`config.mk`:
```
export PLATFORM = sky130hd
export DESIGN_NAME = addressed_frame_receiver
export DESIGN_NICKNAME = d
export VERILOG_FILES = /design/src/design/afr_pkg.sv /design/src/design/addressed_frame_receiver.sv
export SDC_FILE = /design/constraint.sdc
export NUM_CORES = 1
export LEC_CHECK = 0
export BUFFER_PORTS_ARGS = -buffer_cell sky130_fd_sc_hd__buf_2
export CORE_MARGIN = 2
export CORE_UTILIZATION = 38
export DETAILED_ROUTE_END_ITERATION = 16
export GPL_TIMING_DRIVEN = 0
export HOLD_SLACK_MARGIN = 0.1
export PLACE_DENSITY = 0.61
export SLEW_MARGIN = 10
export SYNTH_ARGS = -nofsm -noshare
export SYNTH_HDL_FRONTEND = slang
export SYNTH_SLANG_ARGS = --single-unit
```
`constraint.sdc`:
```
create_clock -name aclk -period 3.3 [get_ports aclk]
set_input_delay 0.33 -clock aclk [delete_from_list [all_inputs] [get_ports aclk]]
set_output_delay 0.33 -clock aclk [all_outputs]
set_load 0.05 [all_outputs]
```
`src/design/afr_pkg.sv`:
```
// ----------------------------------------------------------------------------
// afr_pkg: shared definitions for the addressed frame receiver
// Function codes, register map, hunt phase type and frame size default.
// ----------------------------------------------------------------------------
`default_nettype none

package afr_pkg;

    // default number of payload bytes per frame
    localparam int FRAME_BYTES_DEFAULT = 8;

    // width of a payload position field (read_index, cmd_pos)
    localparam int IDX_W = 3;

    // configuration port address width
    localparam int APB_AW = 5;

    // function codes carried in s_tuser
    localparam logic [1:0] FUNC_RECEIVE = 2'd0;
    localparam logic [1:0] FUNC_READ    = 2'd1;
    localparam logic [1:0] FUNC_CLEAR   = 2'd2;

    // register indexes (byte address is 4 times the index)
    localparam logic [2:0] REG_HEADER_BYTE = 3'd0;
    localparam logic [2:0] REG_DEST_ID     = 3'd1;
    localparam logic [2:0] REG_SRC_ID      = 3'd2;
    localparam logic [2:0] REG_CMD_POS     = 3'd3;
    localparam logic [2:0] REG_CMD_VALUE   = 3'd4;

    // reset value of the command match register
    localparam logic [7:0] CMD_VALUE_RESET = 8'h05;

    // frame hunt phases
    typedef enum logic [3:0] {
        PH_HEADER = 4'b0001,
        PH_DEST   = 4'b0010,
        PH_SRC    = 4'b0100,
        PH_DATA   = 4'b1000
    } phase_t;

endpackage

`default_nettype wire

```
`src/design/addressed_frame_receiver.sv`:
```
// ----------------------------------------------------------------------------
// addressed_frame_receiver: byte-stream frame receiver with address match
// Hunts for header, destination and source bytes, stores the payload, checks
// a 16-bit sum carried in the last two bytes and keeps a sticky command flag.
// ----------------------------------------------------------------------------
// Usage:
//   s_ channel carries one operation per item: s_tuser selects receive byte,
//   read payload byte or clear flag; s_tdata holds the byte and read index.
//   m_ channel returns exactly one result item per input item: acknowledge,
//   checksum result, status flag and read data, with m_tlast set on the item
//   that closes a frame (last payload byte).
//   The APB port sets header, destination, source, command position and
//   command value; write it only while no item is in flight.
// Flow:
//   an item is accepted into an input stage, processed in one pass of logic
//   and lands in the output register when the input stage advances; it
//   waits there while m_tready is low.
//   One item per cycle is sustained while m_tready stays high; the only loop
//   is the state and sum update of the processing stage.
// Reset: synchronous, active low; hunt returns to waiting for a header,
//   sum, count and flag clear, command value returns to 5. Payload storage
//   is not cleared.
// Stall: when m_tready is low the output register holds its item, the input
//   stage holds the next one, and s_tready drops until the output drains.
// ----------------------------------------------------------------------------
`default_nettype none

module addressed_frame_receiver #(
    parameter int FRAME_BYTES = afr_pkg::FRAME_BYTES_DEFAULT
) (
    input  wire logic                      aclk,
    input  wire logic                      aresetn,

    // input items
    input  wire logic                      s_tvalid,
    output logic                           s_tready,
    input  wire logic [15:0]               s_tdata,  // rx_byte[7:0], read_index[10:8], zero
    input  wire logic [1:0]                s_tuser,  // func[1:0]

    // result items
    output logic                           m_tvalid,
    input  wire logic                      m_tready,
    output logic [15:0]                    m_tdata,  // send_ack[0], frame_good[1],
                                                     // status_flag[2], read_data[10:3], zero
    output logic                           m_tlast,  // frame_end

    // configuration
    input  wire logic                      psel,
    input  wire logic                      penable,
    input  wire logic                      pwrite,
    input  wire logic [afr_pkg::APB_AW-1:0] paddr,
    input  wire logic [31:0]               pwdata,
    output logic [31:0]                    prdata,
    output logic                           pready
);

    // payload positions, and the part of the payload that can be read back
    localparam int CNT_W       = $clog2(FRAME_BYTES);
    localparam int STORE_DEPTH = (FRAME_BYTES < 8) ? FRAME_BYTES : 8;
    localparam int STORE_AW    = $clog2(STORE_DEPTH);
    localparam int IDX_W       = afr_pkg::IDX_W;

    // configuration registers
    logic [7:0]       header_byte_reg;
    logic [7:0]       dest_id_reg;
    logic [7:0]       src_id_reg;
    logic [IDX_W-1:0] cmd_pos_reg;
    logic [7:0]       cmd_value_reg;

    logic cfg_write;

    // input stage
    logic             st_valid_reg;
    logic [1:0]       st_func_reg;
    logic [7:0]       st_byte_reg;
    logic [IDX_W-1:0] st_idx_reg;
    logic [7:0]       rd_idx_data_reg;
    logic [7:0]       rd_cmd_data_reg;

    // frame state
    afr_pkg::phase_t  phase_reg, phase_next;
    logic [CNT_W-1:0] count_reg, count_next;
    logic [15:0]      sum_reg, sum_next;
    logic [7:0]       prev_reg, prev_next;
    logic             flag_reg, flag_next;

    // payload memory
    logic [7:0]          payload_mem [STORE_DEPTH];
    logic                mem_we;
    logic [STORE_AW-1:0] mem_waddr;
    logic [STORE_AW-1:0] rd_idx_addr;
    logic [STORE_AW-1:0] rd_cmd_addr;

    // output register
    logic       out_valid_reg;
    logic       out_ack_reg;
    logic       out_end_reg;
    logic       out_good_reg;
    logic       out_flag_reg;
    logic [7:0] out_data_reg;

    // processing results
    logic       res_ack;
    logic       res_end;
    logic       res_good;
    logic [7:0] res_data;

    logic s_accept;
    logic st_adv;
    logic pos_in_store;
    logic pos_last;
    logic pos_summed;
    logic idx_ok;
    logic cmd_ok;
    logic [7:0] cmd_byte;

    // ------------------------------------------------------------------
    // configuration port
    // ------------------------------------------------------------------
    assign pready    = 1'b1;
    assign cfg_write = psel && penable && pwrite && pready;

    // register writes
    always_ff @(posedge aclk) begin
        if (!aresetn) begin
            header_byte_reg <= '0;
            dest_id_reg     <= '0;
            src_id_reg      <= '0;
            cmd_pos_reg     <= '0;
            cmd_value_reg   <= afr_pkg::CMD_VALUE_RESET;
        end else if (cfg_write) begin
            unique case (paddr[4:2])
                afr_pkg::REG_HEADER_BYTE: header_byte_reg <= pwdata[7:0];
                afr_pkg::REG_DEST_ID:     dest_id_reg     <= pwdata[7:0];
                afr_pkg::REG_SRC_ID:      src_id_reg      <= pwdata[7:0];
                afr_pkg::REG_CMD_POS:     cmd_pos_reg     <= pwdata[IDX_W-1:0];
                afr_pkg::REG_CMD_VALUE:   cmd_value_reg   <= pwdata[7:0];
                default: ;
            endcase
        end
    end

    // register read back
    always_comb begin
        unique case (paddr[4:2])
            afr_pkg::REG_HEADER_BYTE: prdata = {24'd0, header_byte_reg};
            afr_pkg::REG_DEST_ID:     prdata = {24'd0, dest_id_reg};
            afr_pkg::REG_SRC_ID:      prdata = {24'd0, src_id_reg};
            afr_pkg::REG_CMD_POS:     prdata = {29'd0, cmd_pos_reg};
            afr_pkg::REG_CMD_VALUE:   prdata = {24'd0, cmd_value_reg};
            default:                  prdata = '0;
        endcase
    end

    // ------------------------------------------------------------------
    // handshakes
    // ------------------------------------------------------------------
    assign st_adv   = st_valid_reg && (!out_valid_reg || m_tready);
    assign s_tready = !st_valid_reg || st_adv;
    assign s_accept = s_tvalid && s_tready;

    // input stage valid
    always_ff @(posedge aclk) begin
        if (!aresetn) begin
            st_valid_reg <= 1'b0;
        end else if (s_tready) begin
            st_valid_reg <= s_tvalid;
        end
    end

    // input stage payload
    always_ff @(posedge aclk) begin
        if (s_accept) begin
            st_func_reg <= s_tuser;
            st_byte_reg <= s_tdata[7:0];
            st_idx_reg  <= s_tdata[8 +: IDX_W];
        end
    end

    // ------------------------------------------------------------------
    // payload memory: one write port, two registered read ports
    // ------------------------------------------------------------------
    assign mem_waddr   = count_reg[STORE_AW-1:0];
    assign rd_idx_addr = s_tdata[8 +: STORE_AW];
    assign rd_cmd_addr = cmd_pos_reg[STORE_AW-1:0];

    // write the received payload byte
    always_ff @(posedge aclk) begin
        if (mem_we && st_adv) begin
            payload_mem[mem_waddr] <= st_byte_reg;
        end
    end

    // reads issued at accept, with the byte written in the same cycle forwarded
    always_ff @(posedge aclk) begin
        if (s_accept) begin
            if (mem_we && st_adv && mem_waddr == rd_idx_addr) begin
                rd_idx_data_reg <= st_byte_reg;
            end else begin
                rd_idx_data_reg <= payload_mem[rd_idx_addr];
            end
            if (mem_we && st_adv && mem_waddr == rd_cmd_addr) begin
                rd_cmd_data_reg <= st_byte_reg;
            end else begin
                rd_cmd_data_reg <= payload_mem[rd_cmd_addr];
            end
        end
    end

    // ------------------------------------------------------------------
    // processing pass
    // ------------------------------------------------------------------
    assign pos_in_store = {1'b0, count_reg} < (CNT_W+1)'(STORE_DEPTH);
    assign pos_last     = count_reg == CNT_W'(FRAME_BYTES - 1);
    assign pos_summed   = count_reg < CNT_W'(FRAME_BYTES - 2);
    assign idx_ok       = {1'b0, st_idx_reg} < (IDX_W+1)'(STORE_DEPTH);
    assign cmd_ok       = {1'b0, cmd_pos_reg} < (IDX_W+1)'(STORE_DEPTH);

    // command byte may be the byte arriving right now
    assign cmd_byte = (pos_in_store && cmd_pos_reg[STORE_AW-1:0] == count_reg[STORE_AW-1:0])
                    ? st_byte_reg : rd_cmd_data_reg;

    // next state and result of the item in the input stage
    always_comb begin
        phase_next = phase_reg;
        count_next = count_reg;
        sum_next   = sum_reg;
        prev_next  = prev_reg;
        flag_next  = flag_reg;
        mem_we     = 1'b0;
        res_ack    = 1'b0;
        res_end    = 1'b0;
        res_good   = 1'b0;
        res_data   = '0;
        unique case (st_func_reg)
            afr_pkg::FUNC_RECEIVE: begin
                unique case (phase_reg)
                    afr_pkg::PH_DATA: begin
                        mem_we    = pos_in_store;
                        prev_next = st_byte_reg;
                        if (pos_summed) begin
                            sum_next = sum_reg + {8'd0, st_byte_reg};
                        end
                        if (pos_last) begin
                            res_good = (prev_reg == sum_reg[15:8]) &&
                                       (st_byte_reg == sum_reg[7:0]);
                            res_ack  = res_good;
                            res_end  = 1'b1;
                            if (res_good && cmd_ok && cmd_byte == cmd_value_reg) begin
                                flag_next = 1'b1;
                            end
                            phase_next = afr_pkg::PH_HEADER;
                            count_next = '0;
                            sum_next   = '0;
                        end else begin
                            count_next = count_reg + 1'b1;
                        end
                    end
                    afr_pkg::PH_SRC: begin
                        if (st_byte_reg == src_id_reg) begin
                            phase_next = afr_pkg::PH_DATA;
                        end
                    end
                    afr_pkg::PH_DEST: begin
                        // a wrong destination byte may open a new header
                        if (st_byte_reg == dest_id_reg) begin
                            phase_next = afr_pkg::PH_SRC;
                        end else if (st_byte_reg == header_byte_reg) begin
                            phase_next = afr_pkg::PH_DEST;
                        end else begin
                            phase_next = afr_pkg::PH_HEADER;
                        end
                    end
                    afr_pkg::PH_HEADER: begin
                        if (st_byte_reg == header_byte_reg) begin
                            phase_next = afr_pkg::PH_DEST;
                        end
                    end
                    default: phase_next = afr_pkg::PH_HEADER;
                endcase
            end
            afr_pkg::FUNC_READ: begin
                res_data = idx_ok ? rd_idx_data_reg : 8'd0;
            end
            afr_pkg::FUNC_CLEAR: begin
                flag_next = 1'b0;
            end
            default: ;
        endcase
    end

    // frame state registers
    always_ff @(posedge aclk) begin
        if (!aresetn) begin
            phase_reg <= afr_pkg::PH_HEADER;
            count_reg <= '0;
            sum_reg   <= '0;
            flag_reg  <= 1'b0;
        end else if (st_adv) begin
            phase_reg <= phase_next;
            count_reg <= count_next;
            sum_reg   <= sum_next;
            flag_reg  <= flag_next;
        end
    end

    // previous payload byte, holds the checksum high byte at frame end
    always_ff @(posedge aclk) begin
        if (st_adv) begin
            prev_reg <= prev_next;
        end
    end

    // ------------------------------------------------------------------
    // output register
    // ------------------------------------------------------------------
    always_ff @(posedge aclk) begin
        if (!aresetn) begin
            out_valid_reg <= 1'b0;
        end else if (st_adv) begin
            out_valid_reg <= 1'b1;
        end else if (m_tready) begin
            out_valid_reg <= 1'b0;
        end
    end

    // result payload
    always_ff @(posedge aclk) begin
        if (st_adv) begin
            out_ack_reg  <= res_ack;
            out_end_reg  <= res_end;
            out_good_reg <= res_good;
            out_flag_reg <= flag_next;
            out_data_reg <= res_data;
        end
    end

    assign m_tvalid = out_valid_reg;
    assign m_tlast  = out_end_reg;
    assign m_tdata  = {5'd0, out_data_reg, out_flag_reg, out_good_reg, out_ack_reg};

    // ------------------------------------------------------------------
    // assertions
    // ------------------------------------------------------------------
    // payload position only moves while receiving payload
    a_count_in_data: assert property (@(posedge aclk) disable iff (!aresetn)
        count_reg != '0 |-> phase_reg == afr_pkg::PH_DATA)
        else $error("payload count nonzero outside payload phase");

    // running sum is zero outside the payload phase
    a_sum_in_data: assert property (@(posedge aclk) disable iff (!aresetn)
        sum_reg != '0 |-> phase_reg == afr_pkg::PH_DATA)
        else $error("running sum nonzero outside payload phase");

    // an acknowledge only comes with a frame end
    a_ack_end: assert property (@(posedge aclk) disable iff (!aresetn)
        out_valid_reg && out_ack_reg |-> out_end_reg)
        else $error("acknowledge without frame end");

    // the flag is only set by a good frame end
    a_flag_set: assert property (@(posedge aclk) disable iff (!aresetn)
        $rose(flag_reg) |-> $past(st_adv && res_end && res_good))
        else $error("status flag set outside a good frame end");

    // a clear operation leaves the flag low
    a_flag_clear: assert property (@(posedge aclk) disable iff (!aresetn)
        st_adv && st_func_reg == afr_pkg::FUNC_CLEAR |=> !flag_reg)
        else $error("status flag not cleared");

endmodule

`default_nettype wire

```
---- Word-level counts from Yosys, hierarchy flattened ----
Memory sizes are Yosys's and may differ from the RTL's. A register that Yosys moved wholly into a read port is not among the register bits.
Index checks and enable logic that the tools add are counted.
cells by class
  $add $sub $neg .......................... 2
  $lt $le $gt $ge ......................... 1
  equality and inequality tests ........... 21
  reductions and logical operators ........ 25
  mux-type cells .......................... 22
operators by type and width
  kind                                                                    number
  8-bit equality test                                                     6
  8-bit one-hot mux with 5 select lines                                   1
  16-bit 2-to-1 mux                                                       2
  16-bit by 8-bit adder with 16-bit output                                1
  4-bit one-hot mux with 4 select lines                                   1
  4-bit 2-to-1 mux                                                        3
  2-bit AND reduction                                                     6
  1-bit 2-to-1 mux                                                        10
  8-bit 2-to-1 mux                                                        1
  1-bit logical AND                                                       7
  3-bit by 2-bit equality test with 1-bit output (second input constant)  2
  3-bit equality test (second input constant)                             2
  3-bit 2-to-1 mux                                                        2
  2-bit != test (second input constant)                                   3
  3-bit AND reduction                                                     2
  5-bit AND reduction                                                     1
  4-bit by 1-bit equality test with 1-bit output (second input constant)  1
  4-bit by 2-bit equality test with 1-bit output (second input constant)  1
  4-bit by 3-bit equality test with 1-bit output (second input constant)  1
  4-bit equality test (second input constant)                             1
  4-bit AND reduction                                                     1
  2-bit nonzero test                                                      2
  3-bit by 1-bit adder with 3-bit output (second input constant)          1
  3-bit by 1-bit equality test with 1-bit output (second input constant)  1
  10 further kinds                                                        12
storage, ports and cells
  register bits after elaboration ......... 90
  output and inout port bits .............. 52
  bits of input ports ..................... 62
  logic and storage cells ................. 90
  bits in writable memories ............... 64
  memories ................................ 1
memories
  memory       depth  width  rd ports  clocked after memory_dff  write ports  RTL line                        source
  payload_mem  8      8      2         2                         1            addressed_frame_receiver.sv:88  logic [7:0] payload_mem [STORE_DEPTH];

---- Depth between registers and ports, before layout ----
Gate-level depths: netlist of the first run.
  depth after elaboration ................. 8
  gate-level depth with buffers ........... 9
  gate-level depth less buffers ........... 9

---- Least setup slack after synthesis of the first run ----
No wires, ideal clock.
  kind .................................... input to output
  start ................................... in paddr[4] (netlist name)
  end ..................................... out prdata[2]
  data required time ...................... 2970 ps
  stages .................................. 6
  slack ................................... 680 ps
  arrival ................................. 2290 ps
  buffers on the path ..................... 2
  cell sequence ........................... clkbuf_1 buf_1 mux2i_1 nor2_1 a21oi_1 o21ai_0
on the way
  cells in the longest elaborated chain, start to end .. 2
  elaborated cells on any way between the ends .. 6
  classes of those cells .................. eq/ne (4); mux (1); reduce/logical (1)
ends and longest elaborated chain
  element                                            RTL line                         source
  from (decl)                                        addressed_frame_receiver.sv:51   input wire logic [afr_pkg::APB_AW-1:0] paddr,
  3-bit equality test, or another cell as far along  addressed_frame_receiver.sv:145  unique case (paddr[4:2])
  8-bit one-hot mux with 5 select lines *            addressed_frame_receiver.sv:145
  to (decl)                                          addressed_frame_receiver.sv:53   output logic [31:0] prdata,
Every way passes the cells marked *; elsewhere a longest branch is shown, timed or not.

---- Worst setup path in the final report of the first run ----
  start ................................... reg st_byte_reg[1]
  end ..................................... reg sum_reg[14]
on the way
  cells in the longest elaborated chain, start to end .. 3
ends and longest elaborated chain
  element                                   RTL line                         source
  from (decl)                               addressed_frame_receiver.sv:75   logic [7:0] st_byte_reg;
  from (signal assigned)                    addressed_frame_receiver.sv:175  st_byte_reg <= s_tdata[7:0];
  16-bit by 8-bit adder with 16-bit output  addressed_frame_receiver.sv:242  sum_next = sum_reg + {8'd0, st_byte_reg};
  16-bit 2-to-1 mux                         addressed_frame_receiver.sv:241  if (pos_summed) begin
  16-bit 2-to-1 mux                         addressed_frame_receiver.sv:244  if (pos_last) begin
  to (signal assigned)                      addressed_frame_receiver.sv:302  sum_reg <= sum_next;
  to (decl)                                 addressed_frame_receiver.sv:83   logic [15:0] sum_reg, sum_next;
Every way passes these cells. The select of a mux whose other input is x is not followed.
A chain may end at the register's enable or synchronous reset.

==> results of run 1 <==
-- worst min path at each step --
stage                                  start            endpoint  cells past startpoint
final                               s_tvalid        st_valid_reg                      3
after detailed placement  header_byte_reg[2]  header_byte_reg[2]                      2
after global placement    header_byte_reg[2]  header_byte_reg[2]                      2
after floorplan                   s_tdata[0]      st_byte_reg[0]                      0
after global routing                s_tvalid        st_valid_reg                      3
after CTS                           s_tvalid        st_valid_reg                      3
-- cell usage after synthesis, types with 2 or more instances --
cell / count
or4_1: 3
edfxtp_1: 109
o21ai_0: 23
buf_2: 9
xnor2_1: 27
and3_1: 2
buf_1: 3
o21a_1: 3
mux2i_1: 57
conb_1: 2
a21boi_0: 12
dfxtp_1: 61
a31oi_1: 3
nand2_1: 55
nor2_1: 37
a22oi_1: 6
and2_1: 11
xor2_1: 27
o31ai_1: 2
nor2b_1: 46
a21oi_1: 28
nand3_1: 15
o2111ai_1: 5
nand2b_1: 7
ha_1: 10
nor3b_1: 4
nand3b_1: 2
o221ai_1: 2
a221oi_1: 2
inv_1: 15
or2_2: 3
nor4_1: 11
nor3_1: 9
nand4_1: 8
buf_4: 33
o32ai_1: 2
mux4_2: 32
o21ai_1: 2
nor4b_1: 2
a21o_1: 3
clkbuf_1: 29
or3_1: 2
-- cells by family (layout without fill, tap and decap cells) --
kind of cell / after synthesis / count (layout) / synth area share (%)
and+or+nand+nor: 222 / 222 / 13.69
DFF: 170 / 170 / 51.48
AOI/OAI and AO/OA: 100 / 100 / 7.509
muxes: 89 / 89 / 14.79
buffers and inverters: 89 / 178 / 5.374
xor gates and xnor gates: 54 / 54 / 5.417
adders and majority gates: 11 / 11 / 1.662
other: 2 / 30 / 0.08602
-- per-stage QoR --
step	setup WS, ns	util [%]	power [mW]	cells
floorplan	0.6799	-	2.646	765
global placement	0.04153	41.75	2.746	1096
detailed placement	0.1632	41.87	2.749	1097
CTS	0.1390	45.00	4.761	1139
global route	0.07738	45.06	4.876	1139
finish	0.3823	45.06	4.729	1139
-- cell type report --
class | instances | area (um^2)
fill | 2114 | 12400
sequential | 170 | 4494
multi-input combinational | 506 | 3906
clock buffer | 17 | 425.4
buffer | 74 | 414.1
tap | 285 | 356.6
timing repair buffer | 57 | 337.8
clock inverter | 15 | 180.2
inverter | 15 | 56.30
-- power by group through the flow --
stage / Combinational [mW] / Sequential (mW) / Clock, mW
final: 0.383 / 2.33 / 2.02
after CTS: 0.383 / 2.33 / 2.05
after global placement: 0.371 / 2.38 / 0
after global routing: 0.409 / 2.33 / 2.14
after floorplan: 0.268 / 2.38 / 0
after detailed placement: 0.373 / 2.38 / 0
-- routing by layer --
| layer | track usage (%) | up-vias | wire (um) |
|---|---|---|---|
| met5 | 0 | - | 0 |
| met4 | 5.723 | 0 | 337 |
| met3 | 2.833 | 23 | 1166 |
| met2 | 28.55 | 184 | 9767 |
| met1 | 24.29 | 2771 | 9460 |
| li1 | - | 2843 | - |
-- what timing repair did --
item,4_1_cts,5_1_grt
endpoints found under the setup margin,0,3
gates resized for setup,0,3
hold buffers,10,0
hold endpoints to repair,10,0
-- critical path: cells and delay by family (launching register included) --
| family | cells | cell delay (ns) |
|---|---|---|
| buf+inv | 2 | 0.48 |
| xor+xnor | 1 | 0.16 |
| compound gates | 2 | 0.59 |
| flops | 1 | 0.66 |
| simple gates | 3 | 0.45 |
| fa+ha+maj | 1 | 0.45 |
==> results_dict.tcl, run 1 <==
set metrics [dict create \
    status "completed" \
    ys_warn_count 0 \
    antenna_found_initial 0 \
    dieArea_um2 24210 \
    period_minus_slack_ns 2.918 \
    io_buffers 46 \
    seqPwrFrac_pct 49.2 \
    p_sw_share_pct 27.13 \
    avgViaCountPerCell 5.111 \
    dpl_cell_area_um2 9452 \
    area_growth_pct 16.49 \
    drtIter0Drc 424 \
    fin_crit_sh_pct 88.42 \
    num_vias 5821 \
    numClockSinks 170 \
    track_usage_pct 17.62 \
    largest_register_ffs 64 \
    grt_max_degree 27 \
    start_kind "register" \
    r2r.worst_path.cells 9 \
    insertedDiodeCount 0 \
    first_global_vias 5601 \
    clkPwrFrac_pct 42.7 \
    path_class "register to register" \
    clk_pin_slew_ns 0.08 \
    htree_levels 4 \
    worstMarginPinSlew_ns 0.9292 \
    ys_ff_latch 170 \
    synth_ff_type "edfxtp_1" \
    netlist_area_um2 8731 \
    max_freq_mhz 342.7 \
    start_util_pct 38.68 \
    rsz0062_at_grt "false" \
    cap_viol_max_count 0 \
    netSwitchingPower_mw 1.283 \
    post-cts-setup-buffers 0 \
    synth_edf_count 109 \
    crit_required_ns 3.62 \
    yosys.area.top_type_share_pct 37.49 \
    r2r_start "st_byte_reg[1]" \
    cts_tree "built" \
    peakVddDrop_uv 299.1 \
    tns_ns 0 \
    grt_pass1_wl_um 31840 \
    synthTopCellsByArea "edfxtp_1 37%, dfxtp_1 14%, mux4_2 8.3%" \
    wl_um 20730 \
    finalMaxSlewViolations 0 \
    final_cell_area_um2 10170 \
    powerDensity_nw_per_um2 464.9 \
    cp-end-kind "register" \
    cts_root_buffer "clkbuf_16" \
    ant_nets 0 \
    hold_viol 0 \
    arrival_ns 3.23 \
    hold_ws_ns 0.1397 \
    crit_chain "clkbuf_2, inv_1, fa_1, nor2b_1, o2111ai_1, a31oi_1, nand4_1, xor2_1, nor2_1" \
    synth_largest_area_cell "edfxtp_1" \
    cp-endpoint "sum_reg[14]" \
    power_frac_comb_pct 8.1 \
    relSlewSlack_pct 37.48 \
    setup_viol 0 \
    drtPass1Iterations 5 \
    final_layout_size_suffix_gt1_share_pct 20.02 \
    ys_types 55 \
    cp-startpoint "st_byte_reg[1]" \
    layout_common_cells "109 x edfxtp_1, 61 x dfxtp_1, 57 x mux2i_1" \
    syn_inst 737 \
    reg2reg_to "sum_reg[14]" \
    die_w_um 155.6 \
    ios 114 \
    path_max_fanout 11 \
    die_h_um 155.6 \
    power.leakage_nw 3.670 \
    cpPeakStageDelay_ns 0.66 \
    synthArstFlopShare_pct 0 \
    drc_errors 0 \
    clkLatencyLatePin_ns 0.44 \
    core_area_um2 22570 \
    hpwl_um 14800 \
    synth.avg_cell_area_um2 11.85 \
    ys_seq_area_share_pct 51.48 \
    routedWlPerCell_um 18.20 \
    min_path_type "input pin to register" \
    finClkSkew_ns 0.01437 \
    gp_congestion 0.8604 \
    nets 914 \
    p_int_mw 3.446 \
    layout_commonest_cell "edfxtp_1" \
    cts_max_path_buffers 2 \
    cpMaxStageDelayCell "edfxtp_1" \
    row_count 55 \
    numCtsBuffers 17 \
    overflow 0 \
    r2r_slack_ns 0.38 \
]
(Power assumes the default switching activity.)
==> run 2, diff against run 1 <==
--- a/config.mk
+++ b/config.mk
@@ -13,5 +13,6 @@
 export HOLD_SLACK_MARGIN = 0.1
 export PLACE_DENSITY = 0.61
-export SLEW_MARGIN = 10
+export SKIP_CTS_REPAIR_TIMING = 1
+export SLEW_MARGIN = 20
 export SYNTH_ARGS = -nofsm -noshare
 export SYNTH_HDL_FRONTEND = slang
==> constraint.sdc (replaced) <==
create_clock -name aclk -period 3.3 [get_ports aclk]
set_input_delay 0.165 -clock aclk [delete_from_list [all_inputs] [get_ports aclk]]
set_output_delay 0.165 -clock aclk [all_outputs]
set_load 0.05 [all_outputs]
==> run 2 against run 1 <==
Fmax down 2.0%. Sequential power about the same. Register-to-register slack worse by 0.06 ns. Global-route usage down 0.12 points. Worst hold slack better by 0.13 ns. Flip-flop and latch count unchanged. Critical path depth unchanged. First-iteration DRC count up 0.71%. Sequential share of layout area down 0.42 points. Setup slack worse by 0.059 ns. Die area unchanged.
==> results_dict.tcl, run 2 (same netlist as run 1, synthesis figures left out) <==
set metrics [dict create \
    die_h_um 155.6 \
    crit_chain "clkbuf_2, inv_1, fa_1, nor2b_1, o2111ai_1, a31oi_1, nand4_1, xor2_1, nor2_1" \
    path_class "register to register" \
    hpwl_um 14830 \
    drc_errors 0 \
    ant_nets 0 \
    cpMaxStageDelayCell "edfxtp_1" \
    r2r_start "st_byte_reg[1]" \
    cp-startpoint "st_byte_reg[1]" \
    cts_max_path_buffers 2 \
    drtIter0Drc 427 \
    largest_register_ffs 64 \
    min_path_type "input pin to register" \
    status "completed" \
    clkLatencyLatePin_ns 0.44 \
    finalMaxSlewViolations 0 \
    tns_ns 0 \
    cts_tree "built" \
    grt_pass1_wl_um 31690 \
    p_total_mw 4.740 \
    relSlewSlack_pct 32.60 \
    row_count 55 \
    wl_um 20860 \
    hold_start "aresetn" \
    finClkSkew_ns 0.01465 \
    grt_max_degree 27 \
    setup_viol 0 \
    start_kind "register" \
    num_vias 5883 \
    first_global_vias 5490 \
    routedWlPerCell_um 18.15 \
    track_usage_pct 17.50 \
    antenna_found_initial 0 \
    core_area_um2 22570 \
    numCtsBuffers 17 \
    ios 114 \
    avgViaCountPerCell 5.120 \
    start_util_pct 38.68 \
    overflow 0 \
    insertedDiodeCount 0 \
    cap_viol_max_count 0 \
    drtPass1Iterations 4 \
    powerDensity_nw_per_um2 461.6 \
    gp_congestion 0.8604 \
    cts_root_buffer "clkbuf_16" \
    clk_pin_slew_ns 0.08 \
    layout_commonest_cell "edfxtp_1" \
    arrival_ns 3.29 \
    area_growth_pct 17.61 \
    cp-end-kind "register" \
    hold_viol 0 \
    cpPeakStageDelay_ns 0.69 \
    fin_crit_sh_pct 90.21 \
    power.leakage_nw 3.712 \
    die_w_um 155.6 \
    nets 924 \
    peakVddDrop_uv 260.0 \
    dieArea_um2 24210 \
    htree_levels 4 \
    rsz0062_at_grt "false" \
    worstMarginPinSlew_ns 1.002 \
    max_freq_mhz 335.9 \
    period_minus_slack_ns 2.977 \
    path_max_fanout 11 \
    numClockSinks 170 \
    io_buffers 46 \
    final_layout_size_suffix_gt1_share_pct 19.79 \
    layout_common_cells "109 x edfxtp_1, 61 x dfxtp_1, 57 x mux2i_1" \
    crit_required_ns 3.61 \
]
## run 2: cell types whose count changed in the layout (fill, tap and decap cells not counted), sizes merged
cell and change:
inv +1, dlygate4sd3 +10, clkinv -1
## run 2: final cells by class
cell class	count	area (um^2)
plain buffers	74	414.1
clock buffers	17	425.4
clock inverters	15	180.2
fillers	2101	12300
inverters	15	56.30
multi-input cells	506	3906
flip-flops and latches	170	4494
well taps	285	356.6
repair buffers	67	435.4
## run 2: final timing paths
path	to	slack (ns)	depth (start not counted)
setup / recovery	sum_reg[14]	0.32	9
hold / removal	sum_reg[12]	0.27	3
hold reg to reg	header_byte_reg[6]	0.50	2
setup reg to reg	sum_reg[14]	0.32	9
## run 2: routing by layer
metal  GRT usage (%)  routed length (um)  vias to the layer above
li1                -                   -                     2866
met1           24.61                9818                     2821
met2           28.02                9754                      174
met3           3.222                1014                       22
met4           4.587                 271                        0
met5               0                   0                        -
## run 2: worst max-delay path, delay by kind of cell, from the launching register on
family,cells,cell delay (ns)
simple gates,3,0.46
buf+inv,2,0.47
xor+xnor,1,0.16
compound gates,2,0.60
flops,1,0.69
fa+ha+maj,1,0.46
## run 2: power by group
part           switching, mW  leakage, nW  internal (mW)
clock network          0.994        0.292           1.03
registers             0.0364         1.49           2.29
logic                  0.254         1.93          0.138
## run 2: metrics by stage
step	instance area [um^2]	util [%]	instances	hold WS, ns	worst slack, ns
5_1_grt	10270	45.49	1149	0.3244	0.08699
2_1_floorplan	8836	-	765	0.2639	0.9098
3_3_place_gp	9423	41.75	1096	0.3420	0.04153
4_1_cts	10060	44.57	1129	-0.1204	0.1222
3_5_place_dp	9455	41.89	1097	0.3431	0.1544
6_report	10270	45.49	1149	0.2724	0.3231
